--- src/hw/rtl/efp_pkg.sv ---
`timescale 1ns / 1ps
// ----------------------------------------------------------------------------
// efp_pkg
// Shared types, constants and helpers for the escape-time fractal pixel unit.
// ----------------------------------------------------------------------------
package efp_pkg;

  localparam int unsigned FRAC_BITS = 26;
  localparam int unsigned FRAME_W   = 320;
  localparam int unsigned FRAME_H   = 240;

  localparam int unsigned ITER_W     = 8;
  localparam int unsigned CFG_IDX_W  = 3;
  localparam int unsigned CFG_DATA_W = 32;
  localparam int unsigned QUEUE_DEPTH = 2;
  localparam int unsigned QUEUE_PTR_W = $clog2(QUEUE_DEPTH);

  typedef enum logic [CFG_IDX_W-1:0] {
    REG_MAX_ITER = 3'd0,
    REG_C_REAL   = 3'd1,
    REG_C_IMAG   = 3'd2,
    REG_X_STEP   = 3'd3,
    REG_Y_STEP   = 3'd4
  } cfg_reg_e;

  // Reset values, rounded to nearest for the steps (4.0 / frame size)
  localparam longint FOUR_Q = longint'(4) << FRAC_BITS;
  localparam logic [ITER_W-1:0] MAX_ITER_RESET = 8'd24;
  localparam logic signed [31:0] C_RESET = 32'(-(longint'(2) << FRAC_BITS));
  localparam logic signed [31:0] X_STEP_RESET =
      32'((FOUR_Q + longint'(FRAME_W / 2)) / longint'(FRAME_W));
  localparam logic signed [31:0] Y_STEP_RESET =
      32'((FOUR_Q + longint'(FRAME_H / 2)) / longint'(FRAME_H));

  // |z|^2 escape threshold: 4.0 in the squared (2*FRAC_BITS) scale
  localparam logic [63:0] ESC_LIMIT = 64'd4 << (2 * FRAC_BITS);

  localparam logic signed [63:0] S32_MAX = 64'sd2147483647;
  localparam logic signed [63:0] S32_MIN = -64'sd2147483648;

  typedef struct packed {
    logic [ITER_W-1:0]  max_iter;
    logic signed [31:0] c_real;
    logic signed [31:0] c_imag;
    logic signed [31:0] x_step;
    logic signed [31:0] y_step;
  } cfg_t;

  typedef struct packed {
    logic signed [31:0] uvx;
    logic signed [31:0] uvy;
  } uv_item_t;

  function automatic logic signed [31:0] sat32(logic signed [63:0] v);
    if (v > S32_MAX) begin
      return 32'sh7FFFFFFF;
    end else if (v < S32_MIN) begin
      return 32'sh80000000;
    end
    return v[31:0];
  endfunction

  // RGB565 of r = 20n, g = 17n/2, b = 15n/2, each wrapped to 8 bits
  function automatic logic [15:0] pack_color(logic [ITER_W-1:0] n);
    logic [12:0] r20;
    logic [12:0] g17;
    logic [11:0] b15;
    logic [7:0]  r;
    logic [7:0]  g;
    logic [7:0]  b;
    r20 = 13'(n) * 13'd20;
    g17 = 13'(n) * 13'd17;
    b15 = 12'(n) * 12'd15;
    r = r20[7:0];
    g = g17[8:1];
    b = b15[8:1];
    if (n == '0) begin
      return 16'd0;
    end
    return {r[7:3], g[7:2], b[7:3]};
  endfunction

endpackage

--- src/hw/rtl/efp_front.sv ---
`timescale 1ns / 1ps
// ----------------------------------------------------------------------------
// efp_front
// Maps a pixel coordinate to its plane offset uv = (x*x_step, y*y_step).
// ----------------------------------------------------------------------------
module efp_front (
  input  logic [8:0]        pixel_x_i,
  input  logic [7:0]        pixel_y_i,
  input  efp_pkg::cfg_t     cfg_i,
  output efp_pkg::uv_item_t item_o
);

  logic signed [41:0] prod_x;
  logic signed [40:0] prod_y;

  assign prod_x = $signed({1'b0, pixel_x_i}) * $signed(cfg_i.x_step);
  assign prod_y = $signed({1'b0, pixel_y_i}) * $signed(cfg_i.y_step);

  assign item_o.uvx = efp_pkg::sat32(64'(prod_x));
  assign item_o.uvy = efp_pkg::sat32(64'(prod_y));

endmodule

--- config.mk ---
export PLATFORM = sky130hd
export DESIGN_NAME = efp_front
export DESIGN_NICKNAME = d
export VERILOG_FILES = /design/src/hw/rtl/efp_pkg.sv /design/src/hw/rtl/efp_front.sv
export SDC_FILE = /design/constraint.sdc
export NUM_CORES = 1
export LEC_CHECK = 0
export BUFFER_PORTS_ARGS = -buffer_cell sky130_fd_sc_hd__clkbuf_2
export CAP_MARGIN = 0
export CORE_AREA = 2 2 182 184
export DETAILED_ROUTE_END_ITERATION = 7
export DIE_AREA = 0 0 184 186
export GPL_TIMING_DRIVEN = 0
export MAX_ROUTING_LAYER = met4
export PLACE_DENSITY = 0.86
export SYNTH_ARGS = -nofsm -noshare
export SYNTH_HDL_FRONTEND = slang
export SYNTH_SLANG_ARGS = --single-unit
export TNS_END_PERCENT = 30
--- constraint.sdc ---
create_clock -name vclk -period 13.4
set_clock_uncertainty 0.1 [all_clocks]
set_input_delay 1.34 -clock vclk [all_inputs]
set_output_delay 1.34 -clock vclk [all_outputs]
set_load 0.005 [all_outputs]
==> metrics.md <==
| Metric | Value |
|---|---|
| Sequential fraction of the synthesis area | `0%` |
| Syn-to-layout area delta | `5.37%` |
| Mux cell area share after synthesis | `0.253%` |
| Fillers | `2638` |
| RSZ-0062 raised after global routing | `false` |
| DR WL met2 | `between 20000 and 30000 um` |
| Post-synthesis compound-gate area fraction | `about an eighth` |
| Crit path max fanout | `10` |
| Area share of and/or/nand/nor cells after synthesis | `approximately a fifth` |
| # IOs | `~220` |
| Storage cell area | `0 um2` |
| Row count | `66` |
| Drc violations | `0` |
| Antenna-violating nets left | `0` |
| Avg Cell Area, Syn | `around 8.1 um2` |
| Horiz. Die Dim | `184 um` |
| CP Launch Type | `input port` |
| DR iter-0 viols | `about 1300` |
| Starting density of the core | `between 60 and 70%` |
| Outcome | `finished, final reports clean` |
| Die area | `34200 um2` |
| Main combinational cell family by area after synthesis | `adder cells` |
| WS Path Type | `in2out` |
| Synthesized area | `~21000 um2` |
| Hold Path Class | `in2out` |
| Post-Syn Instances | `2546` |
| Uppermost layer routed | `met4` |
| Gr ovfl total | `0` |
| Hpwl dp | `47900 um` |
| Crit end category | `output pin` |
| WL/cell | `between 15 and 20 um` |
| Total core area | `32200 um2` |
| Synth top area share | `a little over two fifths` |
| Met1 wire length | `22500 um` |
| Vias/cell | `5.85` |
| Final Cycle Share | `83.3%` |
| PortBufs | `120` |
| Vias in the first global route | `19400` |
| Post-CTS setup buffers | `0` |
| Syn_nets | `approximately 3300` |
| Tot GR Track Use | `35.8%` |
| Fin. Hold Viols | `0` |
| Post-route insts no fill | `about 3100` |
| DR WL met3 | `5110 um` |
| Worst hold path cell count | `4` |
| Max Fclk | `89.6 MHz` |
| First-pass GRT wire length | `93900 um` |
| Adder-cell share of the synthesized area | `52.0%` |
| CP required | `11.96 ns` |
| Relative slew slack | `between 10% and 20%` |
| Post-Route Setup TNS | `0 ns` |
| Largest net degree at the start of global routing | `12` |
| Initial antenna violation count | `2` |
| Hold Crit Start | `pixel_y_i[0]` |
| DP Cell Count | `3074` |
| Xor/xnor share of the synthesized area | `2.83%` |
| Nets | `3424` |
| Max Cap Viol | `0` |
| Yosys top cell by area | `fa_1` |
| Seq cells | `0` |
| Final Critical Period | `11.16 ns` |
| Die Y | `186 um` |
| Unique cell type count in the Yosys netlist | `82` |
| Vias | `18000` |
| PostCTS Resize Cnt | `0` |
| Layout cells sized above 1 | `under 10%` |
| TritonRoute pass-1 iters | `8` |
| Global placer's final weighted congestion | `between 0.9 and 1` |
| Least-Margin Pin Slew | `1.27 ns` |
| CLK BUF | `0` |
| Worst EP arrival | `~10 ns` |
| Yosys warnings | `0` |
| WHS Endpoint | `item_o[0]` |
| Routed WL | `56100 um` |
| Slew Viols, Final | `0` |
| Cts hold-fix bufs | `0` |
| Final setup violation count | `0` |
| Leading cell types by total area after synthesis | `fa_1 (42%), ha_1 (10%), inv_1 (10%)` |
| Multi-input gate area | `~18000 um2` |
[critical path, cell delays in order]
cell       delay, ns
clkbuf_2        0.16
clkbuf_1        0.60
nand2_1         0.17
fa_1            0.59
inv_1           0.07
fa_1            0.55
fa_1            0.43
fa_1            0.52
inv_1           0.05
fa_1            0.48
inv_1           0.04
ha_1            0.26
clkbuf_1        0.21
a211oi_1        0.32
nand2_1         0.11
o221ai_1        0.22
o211ai_1        0.34
o41ai_1         0.81
a2111oi_0       0.23
nor3_1          1.01
o41ai_2         0.44
buf_2           0.32
o211ai_1        0.23
clkbuf_2        0.20
[cell usage in the layout, fill, tap and decap left out, types with 4 or more instances in the layout]
master | Yosys | layout
buf_6 | 7 | 7
o22ai_2 | 30 | 30
a21o_1 | 30 | 30
buf_4 | 6 | 6
clkbuf_1 | 108 | 108
nand3_1 | 23 | 23
or2_2 | 5 | 5
inv_1 | 562 | 562
and4_1 | 7 | 7
o2111ai_1 | 4 | 4
a2111oi_0 | 4 | 4
and2_1 | 267 | 267
clkbuf_2 | 0 | 120
nand2b_1 | 10 | 10
a21boi_0 | 4 | 4
xor2_1 | 27 | 27
o31ai_1 | 4 | 4
a31oi_1 | 8 | 8
or4_1 | 6 | 6
fa_1 | 432 | 432
o21bai_1 | 6 | 6
a21oi_1 | 93 | 93
or3_1 | 7 | 7
nand4_1 | 13 | 13
o221ai_1 | 5 | 5
ha_1 | 171 | 171
a211oi_1 | 13 | 13
nor2_1 | 41 | 41
a41oi_1 | 4 | 4
nand2_1 | 399 | 399
o21ai_0 | 45 | 45
o21ai_1 | 8 | 8
o211ai_1 | 41 | 41
xnor2_1 | 40 | 40
o311ai_0 | 5 | 5
nor3_1 | 23 | 23
o21a_1 | 13 | 13
buf_2 | 5 | 5
[worst max-delay path by stage]
stage                       startpoint         end  slack [ns]  depth (start not counted)
after floorplan           pixel_x_i[1]  item_o[35]        4.78                         22
after global placement    pixel_x_i[4]  item_o[56]        2.55                         24
after detailed placement  pixel_x_i[4]  item_o[56]        2.58                         24
after CTS                 pixel_x_i[4]  item_o[56]        2.56                         24
after global routing      pixel_x_i[3]  item_o[56]        1.68                         24
final                     pixel_x_i[4]  item_o[56]        2.24                         24
[Yosys cell counts, drive strengths merged (27+ instances only)]
cell type and count:
clkbuf 108, a21oi 93, fa 432, inv 563, o211ai 42, and2 268
o21ai 53, ha 171, a21o 31, xor2 27, xnor2 40, o22ai 31
nor2 41, nand2 400
[metal layers]
layer | vias up | global-route usage (%)
li1 | 8075 | -
met4 | 0 | 12.1
met2 | 815 | 59.4
met1 | 8940 | 44.8
met5 | - | -
met3 | 169 | 6.12
[layout make-up]
type	instances	area share, %
Multi-Input combinational cell	1853	82.5
Tap cell	408	2.34
Timing Repair Buffer	120	2.75
Inverter	563	9.67
Antenna cell	1	0.0115
Buffer	130	2.70
[per-stage QoR]
step / util, % / area [um2] / hold slack [ns] / worst slack [ns]
5_1_grt: 67.8 / 21800 / 2.98 / 1.68
3_3_place_gp: 67.8 / 21800 / 2.94 / 2.55
6_report: 67.8 / 21800 / 2.97 / 2.24
2_1_floorplan: - / 20700 / 2.68 / 4.78
3_5_place_dp: 67.8 / 21800 / 2.95 / 2.58
4_1_cts: 67.8 / 21800 / 2.95 / 2.56
[logic make-up after synthesis]
logic type,count (synthesis)
muxes,5
and+or+nand+nor,826
xor gates and xnor gates,67
AOI/OAI and AO/OA,352
adders and majority gates,603
buffers and inverters,693
