File: config.mk
export PLATFORM = sky130hd
export DESIGN_NAME = efp_queue
export DESIGN_NICKNAME = d
export VERILOG_FILES = /design/src/hw/rtl/efp_pkg.sv /design/src/hw/rtl/efp_queue.sv
export SDC_FILE = /design/constraint.sdc
export NUM_CORES = 1
export LEC_CHECK = 0
export BUFFER_PORTS_ARGS = -buffer_cell sky130_fd_sc_hd__buf_2
export CAP_MARGIN = 20
export CORE_MARGIN = 4
export CORE_UTILIZATION = 56
export CTS_CLUSTER_DIAMETER = 50
export DETAILED_ROUTE_END_ITERATION = 6
export PLACE_DENSITY = 0.84
export SYNTH_ARGS = -nofsm -noshare
export SYNTH_HDL_FRONTEND = slang
export SYNTH_SLANG_ARGS = --single-unit
File: constraint.sdc
create_clock -name clk_i -period 7.8 [get_ports clk_i]
set_input_delay 2.34 -clock clk_i [delete_from_list [all_inputs] [get_ports clk_i]]
set_output_delay 2.34 -clock clk_i [all_outputs]
set_load 0.01 [all_outputs]
File: src/hw/rtl/efp_pkg.sv
`timescale 1ns / 1ps
// ----------------------------------------------------------------------------
// efp_pkg
// Shared types, constants and helpers for the escape-time fractal pixel unit.
// ----------------------------------------------------------------------------
package efp_pkg;

  localparam int unsigned FRAC_BITS = 26;
  localparam int unsigned FRAME_W   = 320;
  localparam int unsigned FRAME_H   = 240;

  localparam int unsigned ITER_W     = 8;
  localparam int unsigned CFG_IDX_W  = 3;
  localparam int unsigned CFG_DATA_W = 32;
  localparam int unsigned QUEUE_DEPTH = 2;
  localparam int unsigned QUEUE_PTR_W = $clog2(QUEUE_DEPTH);

  typedef enum logic [CFG_IDX_W-1:0] {
    REG_MAX_ITER = 3'd0,
    REG_C_REAL   = 3'd1,
    REG_C_IMAG   = 3'd2,
    REG_X_STEP   = 3'd3,
    REG_Y_STEP   = 3'd4
  } cfg_reg_e;

  // Reset values, rounded to nearest for the steps (4.0 / frame size)
  localparam longint FOUR_Q = longint'(4) << FRAC_BITS;
  localparam logic [ITER_W-1:0] MAX_ITER_RESET = 8'd24;
  localparam logic signed [31:0] C_RESET = 32'(-(longint'(2) << FRAC_BITS));
  localparam logic signed [31:0] X_STEP_RESET =
      32'((FOUR_Q + longint'(FRAME_W / 2)) / longint'(FRAME_W));
  localparam logic signed [31:0] Y_STEP_RESET =
      32'((FOUR_Q + longint'(FRAME_H / 2)) / longint'(FRAME_H));

  // |z|^2 escape threshold: 4.0 in the squared (2*FRAC_BITS) scale
  localparam logic [63:0] ESC_LIMIT = 64'd4 << (2 * FRAC_BITS);

  localparam logic signed [63:0] S32_MAX = 64'sd2147483647;
  localparam logic signed [63:0] S32_MIN = -64'sd2147483648;

  typedef struct packed {
    logic [ITER_W-1:0]  max_iter;
    logic signed [31:0] c_real;
    logic signed [31:0] c_imag;
    logic signed [31:0] x_step;
    logic signed [31:0] y_step;
  } cfg_t;

  typedef struct packed {
    logic signed [31:0] uvx;
    logic signed [31:0] uvy;
  } uv_item_t;

  function automatic logic signed [31:0] sat32(logic signed [63:0] v);
    if (v > S32_MAX) begin
      return 32'sh7FFFFFFF;
    end else if (v < S32_MIN) begin
      return 32'sh80000000;
    end
    return v[31:0];
  endfunction

  // RGB565 of r = 20n, g = 17n/2, b = 15n/2, each wrapped to 8 bits
  function automatic logic [15:0] pack_color(logic [ITER_W-1:0] n);
    logic [12:0] r20;
    logic [12:0] g17;
    logic [11:0] b15;
    logic [7:0]  r;
    logic [7:0]  g;
    logic [7:0]  b;
    r20 = 13'(n) * 13'd20;
    g17 = 13'(n) * 13'd17;
    b15 = 12'(n) * 12'd15;
    r = r20[7:0];
    g = g17[8:1];
    b = b15[8:1];
    if (n == '0) begin
      return 16'd0;
    end
    return {r[7:3], g[7:2], b[7:3]};
  endfunction

endpackage

File: src/hw/rtl/efp_queue.sv
`timescale 1ns / 1ps
// ----------------------------------------------------------------------------
// efp_queue
// Short FIFO between the coordinate front end and the iteration engine.
// ----------------------------------------------------------------------------
module efp_queue (
  input  logic              clk_i,
  input  logic              rst_ni,
  input  logic              wr_i,
  input  efp_pkg::uv_item_t wdata_i,
  input  logic              rd_i,
  output efp_pkg::uv_item_t rdata_o,
  output logic              full_o,
  output logic              empty_o
);

  efp_pkg::uv_item_t mem [efp_pkg::QUEUE_DEPTH];

  logic [efp_pkg::QUEUE_PTR_W-1:0] wr_ptr_q, wr_ptr_d;
  logic [efp_pkg::QUEUE_PTR_W-1:0] rd_ptr_q, rd_ptr_d;
  logic [efp_pkg::QUEUE_PTR_W:0]   count_q, count_d;
  logic                            do_wr;
  logic                            do_rd;

  assign full_o  = (count_q == (efp_pkg::QUEUE_PTR_W + 1)'(efp_pkg::QUEUE_DEPTH));
  assign empty_o = (count_q == '0);
  assign do_wr   = wr_i && !full_o;
  assign do_rd   = rd_i && !empty_o;
  assign rdata_o = mem[rd_ptr_q];

  always_comb begin
    wr_ptr_d = wr_ptr_q;
    rd_ptr_d = rd_ptr_q;
    count_d  = count_q;
    if (do_wr) begin
      wr_ptr_d = (wr_ptr_q == efp_pkg::QUEUE_PTR_W'(efp_pkg::QUEUE_DEPTH - 1)) ?
                 '0 : wr_ptr_q + 1'b1;
    end
    if (do_rd) begin
      rd_ptr_d = (rd_ptr_q == efp_pkg::QUEUE_PTR_W'(efp_pkg::QUEUE_DEPTH - 1)) ?
                 '0 : rd_ptr_q + 1'b1;
    end
    if (do_wr && !do_rd) begin
      count_d = count_q + 1'b1;
    end else if (do_rd && !do_wr) begin
      count_d = count_q - 1'b1;
    end
  end

  always_ff @(posedge clk_i) begin
    if (do_wr) begin
      mem[wr_ptr_q] <= wdata_i;
    end
  end

  always_ff @(posedge clk_i or negedge rst_ni) begin
    if (!rst_ni) begin
      wr_ptr_q <= '0;
      rd_ptr_q <= '0;
      count_q  <= '0;
    end else begin
      wr_ptr_q <= wr_ptr_d;
      rd_ptr_q <= rd_ptr_d;
      count_q  <= count_d;
    end
  end

endmodule

==> flow_results.org, run 1 <==
** Timing
- Derived from the worst setup path, the maximum achievable clock frequency is 0.223 GHz.
- The final count of pins violating max slew came to 0.
- Number of failing hold endpoints at the final stage :: 0
- Setup Skew :: 0.0101 ns
- For the final routed database, the setup TNS stands at 0 ns.
- Unrepaired setup endpoints after global routing :: no
- Slew headroom :: 0.590
- The smallest clock period supported by the final layout is computed as 4.48 ns.
- For the pin with the worst max-slew slack, the measured transition is 0.614 ns.
- Smallest hold slack :: 0.521 ns
- Setup violations remaining at the end of the flow were counted as 0.
- Dividing the final minimum period by the clock period gives 0.574.

** Yosys
- Of the synthesized area, sequential elements account for 0.785.
- After synthesis, the cell types taking the most area are sky130_fd_sc_hd__edfxtp_1, sky130_fd_sc_hd__mux2_4, sky130_fd_sc_hd__mux2_2.
- sky130_fd_sc_hd__edfxtp_1 takes more of the synthesized area than any other cell.
- Area fraction of the dominant cell type after synthesis :: 0.766
- Averaged over all synthesized cells, the footprint is 23.0 µm².
- YS warnings :: 0
- The synthesized design contains 132 register bits.
- Number of unique standard cell types used by synthesis :: 15
- Counting every net in the synthesized netlist gives 287.
- Post-synth design cell area :: 5020 µm²
- Cells after synthesis :: 218

** Cells and area
- The finished cells cover 6380 µm².
- The number of antenna diodes in the final layout is 0.
- In the final layout, the share of cells above drive strength 1 is 0.614.
- Synthesis-to-finish area growth :: 27.1%
- Net count of the finished layout :: 435
- Measured on the finished design, the core utilization comes to 0.732.
- The layout has 541 filler cells.

** Routing
- Residual DRC :: 0
- Number of iterations in the first detailed-routing pass :: 4
- Final Routed Wirelength :: 8350 µm
- Number of DRC violations after detailed-routing iteration 0 :: 63
- Via density :: 4.98
- Total via count after detailed routing :: 2419
- Dividing the detail-routed wire length by the instance count gives 17.2 µm.
- The detail route stage leaves a number of antenna-violating nets equal to 0.

** Die
- Placeable Area :: 8720 µm²
- For this configuration, the core starts out at a cell density of 0.576.
- Horizontal die dimension :: 103 µm
- The floorplan step set the die height to 103 µm.
- The floorplan has 34 rows.
- 134 I/O pins were placed.
- Area of the die :: 10500 µm²

** CTS
- TritonCTS built the clock tree.
- The clock reaches the later pin of the worst-skew pair after 0.49 ns.
- Number of setup buffers added after CTS :: 0
- Clock-pin transition on the worst setup and hold timing paths :: 0.06 ns
- The tree built by TritonCTS fans out to 132 sinks.
- The tree is rooted in a sky130_fd_sc_hd__clkbuf_8.
- Buffers inserted during clock tree synthesis total 17.
- H-tree levels :: 4
- Cts hold-fix bufs :: 0
- Number of gates resized after CTS :: 0
- Counting along the longest clock path gives a buffer depth of 2.

** Global route
- The number of global-route vias before repair is 2599.
- Number of antenna violations at the first check in global routing :: 2
- The first global-routing pass estimated 12700 µm of wire.
- Met3 GRT Util :: 0.0677
- GRT Residual Overflow :: 0
- Pin count of the biggest net entering global routing :: 66
- Met1 Use GR :: 0.188
- GRT Resource Usage Total :: 0.164
- GR peak layer :: met2
- In the global route stage, met2 resource usage came out at 0.278.

** Worst setup path
- Number of cells on the worst reg-to-reg path :: 4
- Worst-path fanout max :: 36
- STA classifies the critical path endpoint as an output pin.
- The worst setup path is of the register to output pin kind.
- Cell with the largest stage delay on the worst path :: sky130_fd_sc_hd__dfrtp_4
- For the worst setup path, the data required time is 5.46 ns.
- Critical path data arrival time :: 2.14 ns
- Sort of element at the start of the critical path :: register
- Cells traversed along the worst timing path :: buf_16 -> mux2_2 -> buf_2
- Delay of the slowest critical-path stage :: 0.76 ns

** Min path
- Path type of the worst min-delay path :: register to register
- Hold path cells :: 1

** Run
- Number of maximum-capacitance violations :: 0

** Run status
- Status :: finished clean

** Placed design
- Half-perimeter wire length after detailed placement :: 5500 µm
- Weighted congestion reported at the end of routability-driven placement :: 0.700
- During placement, the flow inserted port buffers numbering 133.
- After detailed placement, the total cell area comes to 5780 µm².

** Power
- For this design the static power due to leakage is 0.00259 µW.
- Peak supply drop :: 0.221 mV
- Power Density :: 395 nW/µm²
## layer usage
metal	vias up	share of wire	routed length, µm
li1	1154	-	-
met1	1160	0.39	3240
met2	91	0.51	4270
met3	10	0.090	752
met4	4	0.0061	51
met5	-	0.0040	33
## critical path: cells and delay by family (launching register included)
family	cells	cell delay, ns
buf+inv	2	0.45
flops	1	0.76
mux	1	0.38
## sequential cells by signal (all words and copies together), names as in the netlist
register / cells
count_q: 2
mem: 128
wr_ptr_q: 1
rd_ptr_q: 1
## path summary, 6_finish.rpt
kind	startpoint	end	slack (ns)
worst max-delay path	rd_ptr_q	rdata_o[48]	3.32
worst min-delay path	count_q[1]	count_q[1]	0.52
worst max register to register	count_q[0]	mem[0][14]	5.59
worst min register to register	count_q[1]	count_q[1]	0.52
max in group asynchronous	rst_ni	rd_ptr_q	6.03
min in group asynchronous	rst_ni	count_q[0]	1.64
## placed cells by master, fill, tap and decap left out, drive strengths merged
master	count
clkinvlp	1
ha	1
o21ai	1
xnor2	3
and3	1
bufinv	3
dfrtp	4
clkinv	10
nor2	3
nand2b	1
buf	136
inv	2
xor2	2
clkbuf	17
nand2	1
mux2	64
edfxtp	128
## power breakdown
| part | leakage [µW] | switching, µW | internal, µW |
|---|---|---|---|
| Sequential | 0.00123 | 84.8 | 974 |
| Combinational | 0.00107 | 334 | 376 |
| Clock | 0.000282 | 272 | 483 |
| Total | 0.00259 | 691 | 1830 |
## kinds of logic (layout without fill, tap and decap cells)
| group | count (synthesis) | in the layout | share of synthesized area |
|---|---|---|---|
| AOI/OAI and AO/OA | 1 | 1 | 0.000996 |
| xor gates and xnor gates | 5 | 5 | 0.00872 |
| adders and majority gates | 1 | 1 | 0.00249 |
| buffers and inverters | 9 | 169 | 0.0159 |
| DFF | 132 | 132 | 0.785 |
| muxes | 64 | 64 | 0.181 |
| and+or+nand+nor | 6 | 6 | 0.00548 |
## final cells by class
class                      count  area, µm²  area share
sequential                   132       3950       0.619
multi-input combinational     77       1010       0.158
timing repair buffer         136        708       0.111
clock buffer                  17        414      0.0649
clock inverter                14        164      0.0257
tap                          108        135      0.0212
inverter                       2       7.51     0.00118
## synthesized netlist by cell type
cell type                    n
sky130_fd_sc_hd__buf_6       6
sky130_fd_sc_hd__mux2_4     50
sky130_fd_sc_hd__mux2_2     14
sky130_fd_sc_hd__inv_1       2
sky130_fd_sc_hd__nand2_1     1
sky130_fd_sc_hd__and3_1      1
sky130_fd_sc_hd__nand2b_1    1
sky130_fd_sc_hd__edfxtp_1  128
sky130_fd_sc_hd__ha_1        1
sky130_fd_sc_hd__xor2_1      2
sky130_fd_sc_hd__buf_2       1
sky130_fd_sc_hd__o21ai_0     1
sky130_fd_sc_hd__dfrtp_1     4
sky130_fd_sc_hd__nor2_1      3
sky130_fd_sc_hd__xnor2_1     3
## through the flow
stage                     worst slack [ns]  power, µW  std cells
after floorplan                       2.21       1570        218
after global placement                3.73       1770        454
after detailed placement              3.69       1790        454
after CTS                             3.15       2550        485
after global routing                  3.24       2650        486
final                                 3.32       2520        486
(Power assumes the default switching activity.)
==> inputs of run 2 (changes only) <==
Settings changed: ABC_AREA set to 1, CORE_UTILIZATION 56 to 52, PLACE_DENSITY 0.84 to 0.79.
Clock period 7.8 ns to 4.7 ns, I/O delays scaled along.
==> flow_results.org, run 2 <==
** Run status
- The flow ran to the end, and the final reports show no timing, DRC or antenna violations.

** Placed design
- The number of placed cells counting well taps was 601 (+32%).
- Weighted congestion reported at the end of routability-driven placement :: 0.732 (+4.6%)
- Pre-CTS WS :: 1.60 ns (-2.08 ns)
- Half-perimeter wire length after detailed placement :: 6280 µm (+14%)
- The number of I/O port buffers was 133 (unchanged).

** Routing
- The count of routing violations after the opening detailed-route iteration is 166 (+160%).
- Final Routed Wirelength :: 9710 µm (+16%)
- Via density :: 4.91 (-1.3%)
- Total via count after detailed routing :: 3110 (+29%)
- The final routed DRC violation total is 0 (unchanged).
- Avg WL per Cell :: 15.3 µm (-11%)
- Number of iterations in the first detailed-routing pass :: 4 (unchanged)
- The remaining number of nets flagged by the antenna check after routing is 0 (unchanged).

** Timing
- The setup clock skew after layout came to 0.0104 ns (+0.000352 ns).
- The final count of pins violating max slew came to 0 (unchanged).
- The minimum setup slack in the final design is 1.37 ns (-1.95 ns).
- Smallest hold slack :: 0.506 ns (-0.0144 ns)
- Number of setup violations in the final report :: 0 (unchanged)
- Dividing the final minimum period by the clock period gives 0.708.
- Setup repair after global routing left no endpoint under its margin.
- Final min period :: 3.33 ns
- Highest clock frequency the design can meet :: 0.301 GHz
- Number of failing hold endpoints at the final stage :: 0 (unchanged)
- Slew headroom :: 0.375 (-0.214)
- Summed negative setup slack over all endpoints :: 0 ns (unchanged)
- Slew @ Worst Pin :: 0.935 ns (+0.321 ns)

** Yosys
- The share of synthesized area occupied by flip-flops and latches is 0.807 (+0.0213).
- The post-synthesis cell count came to 366 (+68%).
- Register bit count reported by yosys :: 132 (unchanged)
- The number of flops mapped to enable cells by yosys was 128 (unchanged).
- Most used flip-flop cell after synthesis :: sky130_fd_sc_hd__edfxtp_1
- The netlist area before placement was 4890 µm² (-2.6%).
- The number of warning messages in the yosys log came to 0 (unchanged).
- Net count after synthesis :: 435 (+52%)
- Syn Area/Cell :: 13.4 µm² (-42%)
- Number of unique standard cell types used by synthesis :: 15 (unchanged)
- Cell type with the highest aggregate area in the netlist :: sky130_fd_sc_hd__edfxtp_1
- Most used standard cell by instance count after synthesis :: sky130_fd_sc_hd__nand2_1
- Leading cell types by count after synthesis :: sky130_fd_sc_hd__nand2_1, sky130_fd_sc_hd__edfxtp_1, sky130_fd_sc_hd__buf_4, sky130_fd_sc_hd__inv_1, sky130_fd_sc_hd__buf_2
- Area fraction of the dominant cell type after synthesis :: 0.786 (+0.0208)
- The share of synthesized registers carrying an async set or reset is 0.0303 (unchanged).
- Top cells by area in the synthesized netlist :: sky130_fd_sc_hd__edfxtp_1, sky130_fd_sc_hd__nand2_1, sky130_fd_sc_hd__dfrtp_1

** Cells and area
- Count of non-filler cells in the finished layout :: 633 (+30%)
- The number of antenna repair diodes is 0 (unchanged).
- Layout cell share with drive strength beyond 1 :: 0.335 (-0.279)
- Largest registers :: mem (128), count_q (2)
- The end-of-flow core utilization was 0.685 (-0.0468).
- The area growth from synthesis to layout is 28.9%.
- Register bank with the most flops :: mem
- Most frequent cells in the layout :: sky130_fd_sc_hd__nand2_1, sky130_fd_sc_hd__buf_2, sky130_fd_sc_hd__edfxtp_1
- Leaving out fill and tap cells, the most frequent cell in the layout is sky130_fd_sc_hd__nand2_1.
- The count of nets after finishing is 578 (+33%).
- The number of flip-flops in the largest register is 128 (unchanged).

** Global route
- The global router's overall resource usage was 0.184 (+0.0197).
- Global-route wire length before repair :: 15400 µm (+21%)
- The total grt overflow is 0 (unchanged).
- The number of global-route vias before repair came to 3115 (+20%).
- Number of antenna violations at the first check in global routing :: 0 (-2)
- Pin count of the biggest net entering global routing :: 66 (unchanged)

** CTS
- Later-pin clock latency in the skew report :: 0.51 ns (+0.02 ns)
- Number of setup buffers added after CTS :: 0 (unchanged)
- TritonCTS built the clock tree.
- The clock transition at the register clock pins on the worst setup and hold paths after CTS came to 0.06 ns (about the same).
- Clock tree synthesis selected as its root buffer the cell sky130_fd_sc_hd__clkbuf_8.
- Sink count of the clock tree :: 132 (unchanged)
- The maximum level of the CTS H-tree was 4 (unchanged).
- The maximum root-to-sink buffer count came to 2 (unchanged).
- The number of buffers inserted during clock tree synthesis is 17 (unchanged).
- Number of gates resized after CTS :: 0 (unchanged)
- Cts hold-fix bufs :: 0 (unchanged)

** Power
- The power density relative to cell area is 678 nW/µm² (+71%).
- The maximum resistive drop on vdd is 0.325 mV (+47%).
- Leakage :: 0.00277 µW (+7.0%)

** Die
- The I/O pin total is 134 (unchanged).
- The die area was 11000 µm² (+4.5%).
- The standard-cell row count came to 35 (+2.9%).
- The area of the placeable core was 9200 µm² (+5.5%).
- Initial cell density of the core :: 0.532 (-0.0442)
- The width of the die came to 105 µm (+2.2%).
- Height of the chip :: 105 µm (+2.2%)

** Run
- The count of maximum capacitance violations was 0 (unchanged).

** Worst setup path
- The signal arrival time at the worst endpoint was 1.92 ns (-0.22 ns).
- Kind of critical path :: register to output pin
- Critical path capture point type :: output pin
- The required time reported for the critical path endpoint is 3.29 ns (-2.17 ns).
- Worst-path fanout max :: 33 (-8.3%)
- The worst setup path is launched from a register.

** Min path
- In this run the worst hold path is classified as register to register.
==> run 2: changes by cell type after synthesis, sizes merged, moves of 2 or more <==
cell,before,now
nand2,1,201
buf,7,14
xnor2,3,1
xor2,2,0
mux2,64,0
inv,2,8
==> run 2: power by group <==
group	internal, µW	switching [µW]	leakage, µW
Combinational	406	812	0.00122
Clock	909	467	0.000305
Sequential	1610	70.8	0.00124
==> run 2: path summary, 6_finish.rpt <==
path / start / to / slack, ns / cells past startpoint
worst min register to register: wr_ptr_q / wr_ptr_q / 0.51 / 2
min in group asynchronous: rst_ni / count_q[0] / 0.69 / 1
worst max register to register: count_q[1] / mem[1][47] / 2.62 / 4
max in group asynchronous: rst_ni / rd_ptr_q / 3.86 / 1
worst max-delay path: rd_ptr_q / rdata_o[36] / 1.37 / 5
worst min-delay path: wr_ptr_q / wr_ptr_q / 0.51 / 2
==> run 2: per-stage QoR <==
step	total power, µW	cell area (µm²)
floorplan	2450	4890
detailed placement	2940	5670
CTS	4320	6300
global placement	2890	5650
global route	4520	6300
finish	4270	6300
==> run 2: critical path, stage by stage (launching register included) <==
cell and delay, ns:
sky130_fd_sc_hd__dfrtp_2 0.40, sky130_fd_sc_hd__inv_2 0.44, sky130_fd_sc_hd__buf_12 0.27, sky130_fd_sc_hd__nand2_1 0.07, sky130_fd_sc_hd__nand2_1 0.09, sky130_fd_sc_hd__buf_2 0.14
==> run 2: cells by family (layout without fill, tap and decap cells) <==
| kind of cell | Yosys count | after routing | synth area share |
|---|---|---|---|
| simple gates | 208 | 208 | 0.162 |
| flops | 132 | 132 | 0.807 |
| buf+inv | 22 | 178 | 0.0246 |
| compound gates | 2 | 2 | 0.00205 |
| fa+ha+maj | 1 | 1 | 0.00256 |
| xor+xnor | 1 | 1 | 0.00179 |
==> run 2: layout make-up <==
type                            instances  area (µm²)
Fill cell                             660        2900
Sequential cell                       132        3950
Timing Repair Buffer                  138         728
Clock buffer                           17         414
Tap cell                              111         139
Multi-Input combinational cell        212         832
Clock inverter                         15         211
Inverter                                8        30.0
==> run 2: layer usage <==
metal	vias up	GRT usage	part of all wire
li1	1523	-	-
met1	1451	0.225	0.41
met2	126	0.299	0.51
met3	10	0.0766	0.081
met4	0	0.0590	0.0068
met5	-	0	0
==> inputs of run 3 (changes only) <==
Settings changed: ABC_AREA 1 to 0, CORE_UTILIZATION 52 to 47, PLACE_DENSITY 0.79 to 0.75.
Clock period 4.7 ns to 2.9 ns, I/O delays scaled along.
==> flow_results.org, run 3 (synthesis results as in run 1) <==
** Timing
- Number of setup violations in the final report :: 0 (unchanged)
- After layout, the minimum clock period comes to 2.77 ns.
- The relative slew slack is 0.674 (+0.299).
- The hold violation total from the final report was 0 (unchanged).
- Highest clock frequency the design can meet :: 0.361 GHz
- Summed negative setup slack over all endpoints :: 0 ns (unchanged)
- In the finished design, the share of the clock period the worst path needs comes to 0.955.
- Unrepaired setup endpoints after global routing :: no
- Fin worst setup slack :: 0.131 ns (-1.24 ns)
- Setup Skew :: 0.00408 ns (-0.00634 ns)
- The worst-margin pin slew is 0.489 ns (-0.446 ns).
- The final count of pins violating max slew was 0 (unchanged).

** Run status
- Status :: finished clean

** Cells and area
- The number of antenna repair diodes is 0 (unchanged).
- In the final layout, the registers with the most flip-flops are mem (128), count_q (2).
- Layout cell share with drive strength beyond 1 :: 0.620 (+0.285)
- Net count of the finished layout :: 438 (-24%)
- Fill cell total of the finished layout :: 769 (+17%)
- Max FFs per register :: 128 (unchanged)
- The area used by multi-input combinational logic was 1010 µm² (+21%).
- Leaving out fill and tap cells, the most frequent cell in the layout is sky130_fd_sc_hd__buf_2.
- Compared with the post-synthesis result, the final layout area differs by 30.3%.
- Most frequent cells in the layout :: sky130_fd_sc_hd__buf_2, sky130_fd_sc_hd__edfxtp_1, sky130_fd_sc_hd__mux2_4
- Register bank with the most flops :: mem
- The total area of sequential cells came to 3950 µm² (about the same).

** Placed design
- Count of buffers inserted at the top-level ports :: 133 (unchanged)
- The routability-driven placement congestion ratio is 0.678 (-7.3%).
- The total half-perimeter wirelength after legalization and detailed placement is 5880 µm (-6.5%).
- The worst slack after detailed placement was 0.660 ns (-0.944 ns).

** CTS
- Later-pin clock latency in the skew report :: 0.50 ns (about the same)
- The number of buffers inserted during clock tree synthesis came to 17 (unchanged).
- Clock-pin transition on the worst setup and hold timing paths :: 0.06 ns (about the same)
- The number of sinks handled by clock tree synthesis is 132 (unchanged).
- Bufs on Longest Clock Path :: 2 (unchanged)
- Number of gates resized after CTS :: 0 (unchanged)
- The number of buffers added to fix hold violations after cts came to 0 (unchanged).
- H-tree levels :: 4 (unchanged)
- The post-CTS setup repair buffer count is 0 (unchanged).
- TritonCTS built the clock tree.
- Root buffer cell :: sky130_fd_sc_hd__clkbuf_8

** Worst setup path
- The signal arrival time at the worst endpoint is 1.90 ns (-0.02 ns).
- The most critical setup path has its startpoint at rd_ptr_q.
- The worst setup path is launched from a register.
- Kind of critical path :: register to output pin
- Cells traversed along the worst timing path :: buf_12 -> mux2_2 -> buf_2
- Cell type group with the largest total delay on the critical path :: flip-flops
- For this design, the slowest cell found on the critical path is sky130_fd_sc_hd__dfrtp_4.
- STA classifies the critical path endpoint as an output pin.
- The worst path buffer plus inverter count was 2 (-1).
- Delay of the slowest critical-path stage :: 0.59 ns (+0.15 ns)
- Worst-path fanout max :: 29 (-12%)
- The required time reported for the critical path endpoint is 2.03 ns (-1.26 ns).
- Startpoint of the worst register-to-register path :: count_q[0]

** Power
- Relative contribution of sequential cells to total power :: 0.391 (-0.002)
- Power Density :: 1090 nW/µm² (+60%)
- The clock network power share came to 0.323 (about the same).
- The reported net switching power is 1890 µW (+40%).
- Peak supply drop :: 0.509 mV (+57%)
- The cell-internal power was 5230 µW (+79%).
- Switching Fraction :: 0.265 (-0.0505)
- The power share of the combinational group is 0.285 (about the same).
- Leakage :: 0.00264 µW (-4.5%)

** Routing
- Via density :: 4.80 (-2.2%)
- The remaining number of nets flagged by the antenna check after routing came to 0 (unchanged).
- The total iterations of the first detailed-routing run is 4 (unchanged).
- The sum of routed wire length over all layers came to 8540 µm (-12%).
- The via count of the routed design came to 2488 (-20%).
- Number of DRC violations after detailed-routing iteration 0 :: 112 (-33%)
- Residual DRC :: 0 (unchanged)
- Avg WL per Cell :: 16.5 µm (+7.5%)

** Global route
- The global router's overall resource usage came to 0.143 (-0.0406).
- Vias in the first global route :: 2770 (-11%)
- The maximum number of pins on one net before global-route repair came to 38 (-42%).
- GRT Residual Overflow :: 0 (unchanged)
- Number of antenna violations at the first check in global routing :: 0 (unchanged)
- The global-route wire length before repair is 13600 µm (-12%).

** Min path
- Path type of the worst min-delay path :: input pin to async pin

** Die
- Height of the chip :: 111 µm (+6.1%)
- The width of the die came to 111 µm (+6.1%).
- Initial cell density of the core :: 0.484 (-0.0474)
- The I/O pin total came to 134 (unchanged).
- Area of the die :: 12400 µm² (+13%)
- Row count :: 37 (+5.7%)
- Placeable Area :: 10400 µm² (+13%)

** Run
- Number of maximum-capacitance violations :: 0 (unchanged)
## run 3: final timing paths
path                            slack [ns]  depth (start not counted)           to
worst max register to register        1.17                          3   mem[1][25]
max in group asynchronous             2.60                          1     rd_ptr_q
worst min-delay path                  0.16                          1   count_q[0]
min in group clk_i                    0.52                          1   count_q[1]
worst max-delay path                  0.13                          3  rdata_o[48]
worst min register to register        0.52                          1   count_q[1]
## run 3: layout make-up
class / instances / area share
Timing Repair Buffer: 139 / 0.114
Multi-Input combinational cell: 77 / 0.154
Clock inverter: 11 / 0.0302
Clock buffer: 21 / 0.0702
Tap cell: 136 / 0.0260
Sequential cell: 132 / 0.604
Inverter: 2 / 0.00115
## run 3: layer usage
| layer | share of wire | global-route usage |
|---|---|---|
| met1 | 0.41 | 0.172 |
| met2 | 0.50 | 0.234 |
| met3 | 0.076 | 0.0587 |
| met4 | 0.012 | 0.0535 |
| met5 | 0 | 0 |
## run 3: power groups by stage
stage | combinational [µW] | clock [µW] | sequential [µW]
finish | 2030 | 2300 | 2780
global route | 2190 | 2450 | 2830
CTS | 2080 | 2360 | 2790
detailed placement | 2070 | 0 | 2830
global placement | 2050 | 0 | 2800
floorplan | 1460 | 0 | 2750
## run 3: through the flow
stage / cell area (µm²) / hold WS, ns / util / cells / total power, µW
detailed placement: 5880 / 0.509 / 0.567 / 486 / 4900
finish: 6540 / 0.163 / 0.631 / 518 / 7110
global route: 6540 / 0.133 / 0.631 / 518 / 7460
global placement: 5880 / 0.509 / 0.567 / 486 / 4860
CTS: 6540 / 0.132 / 0.631 / 518 / 7220
floorplan: 5030 / 0.480 / - / 218 / 4210
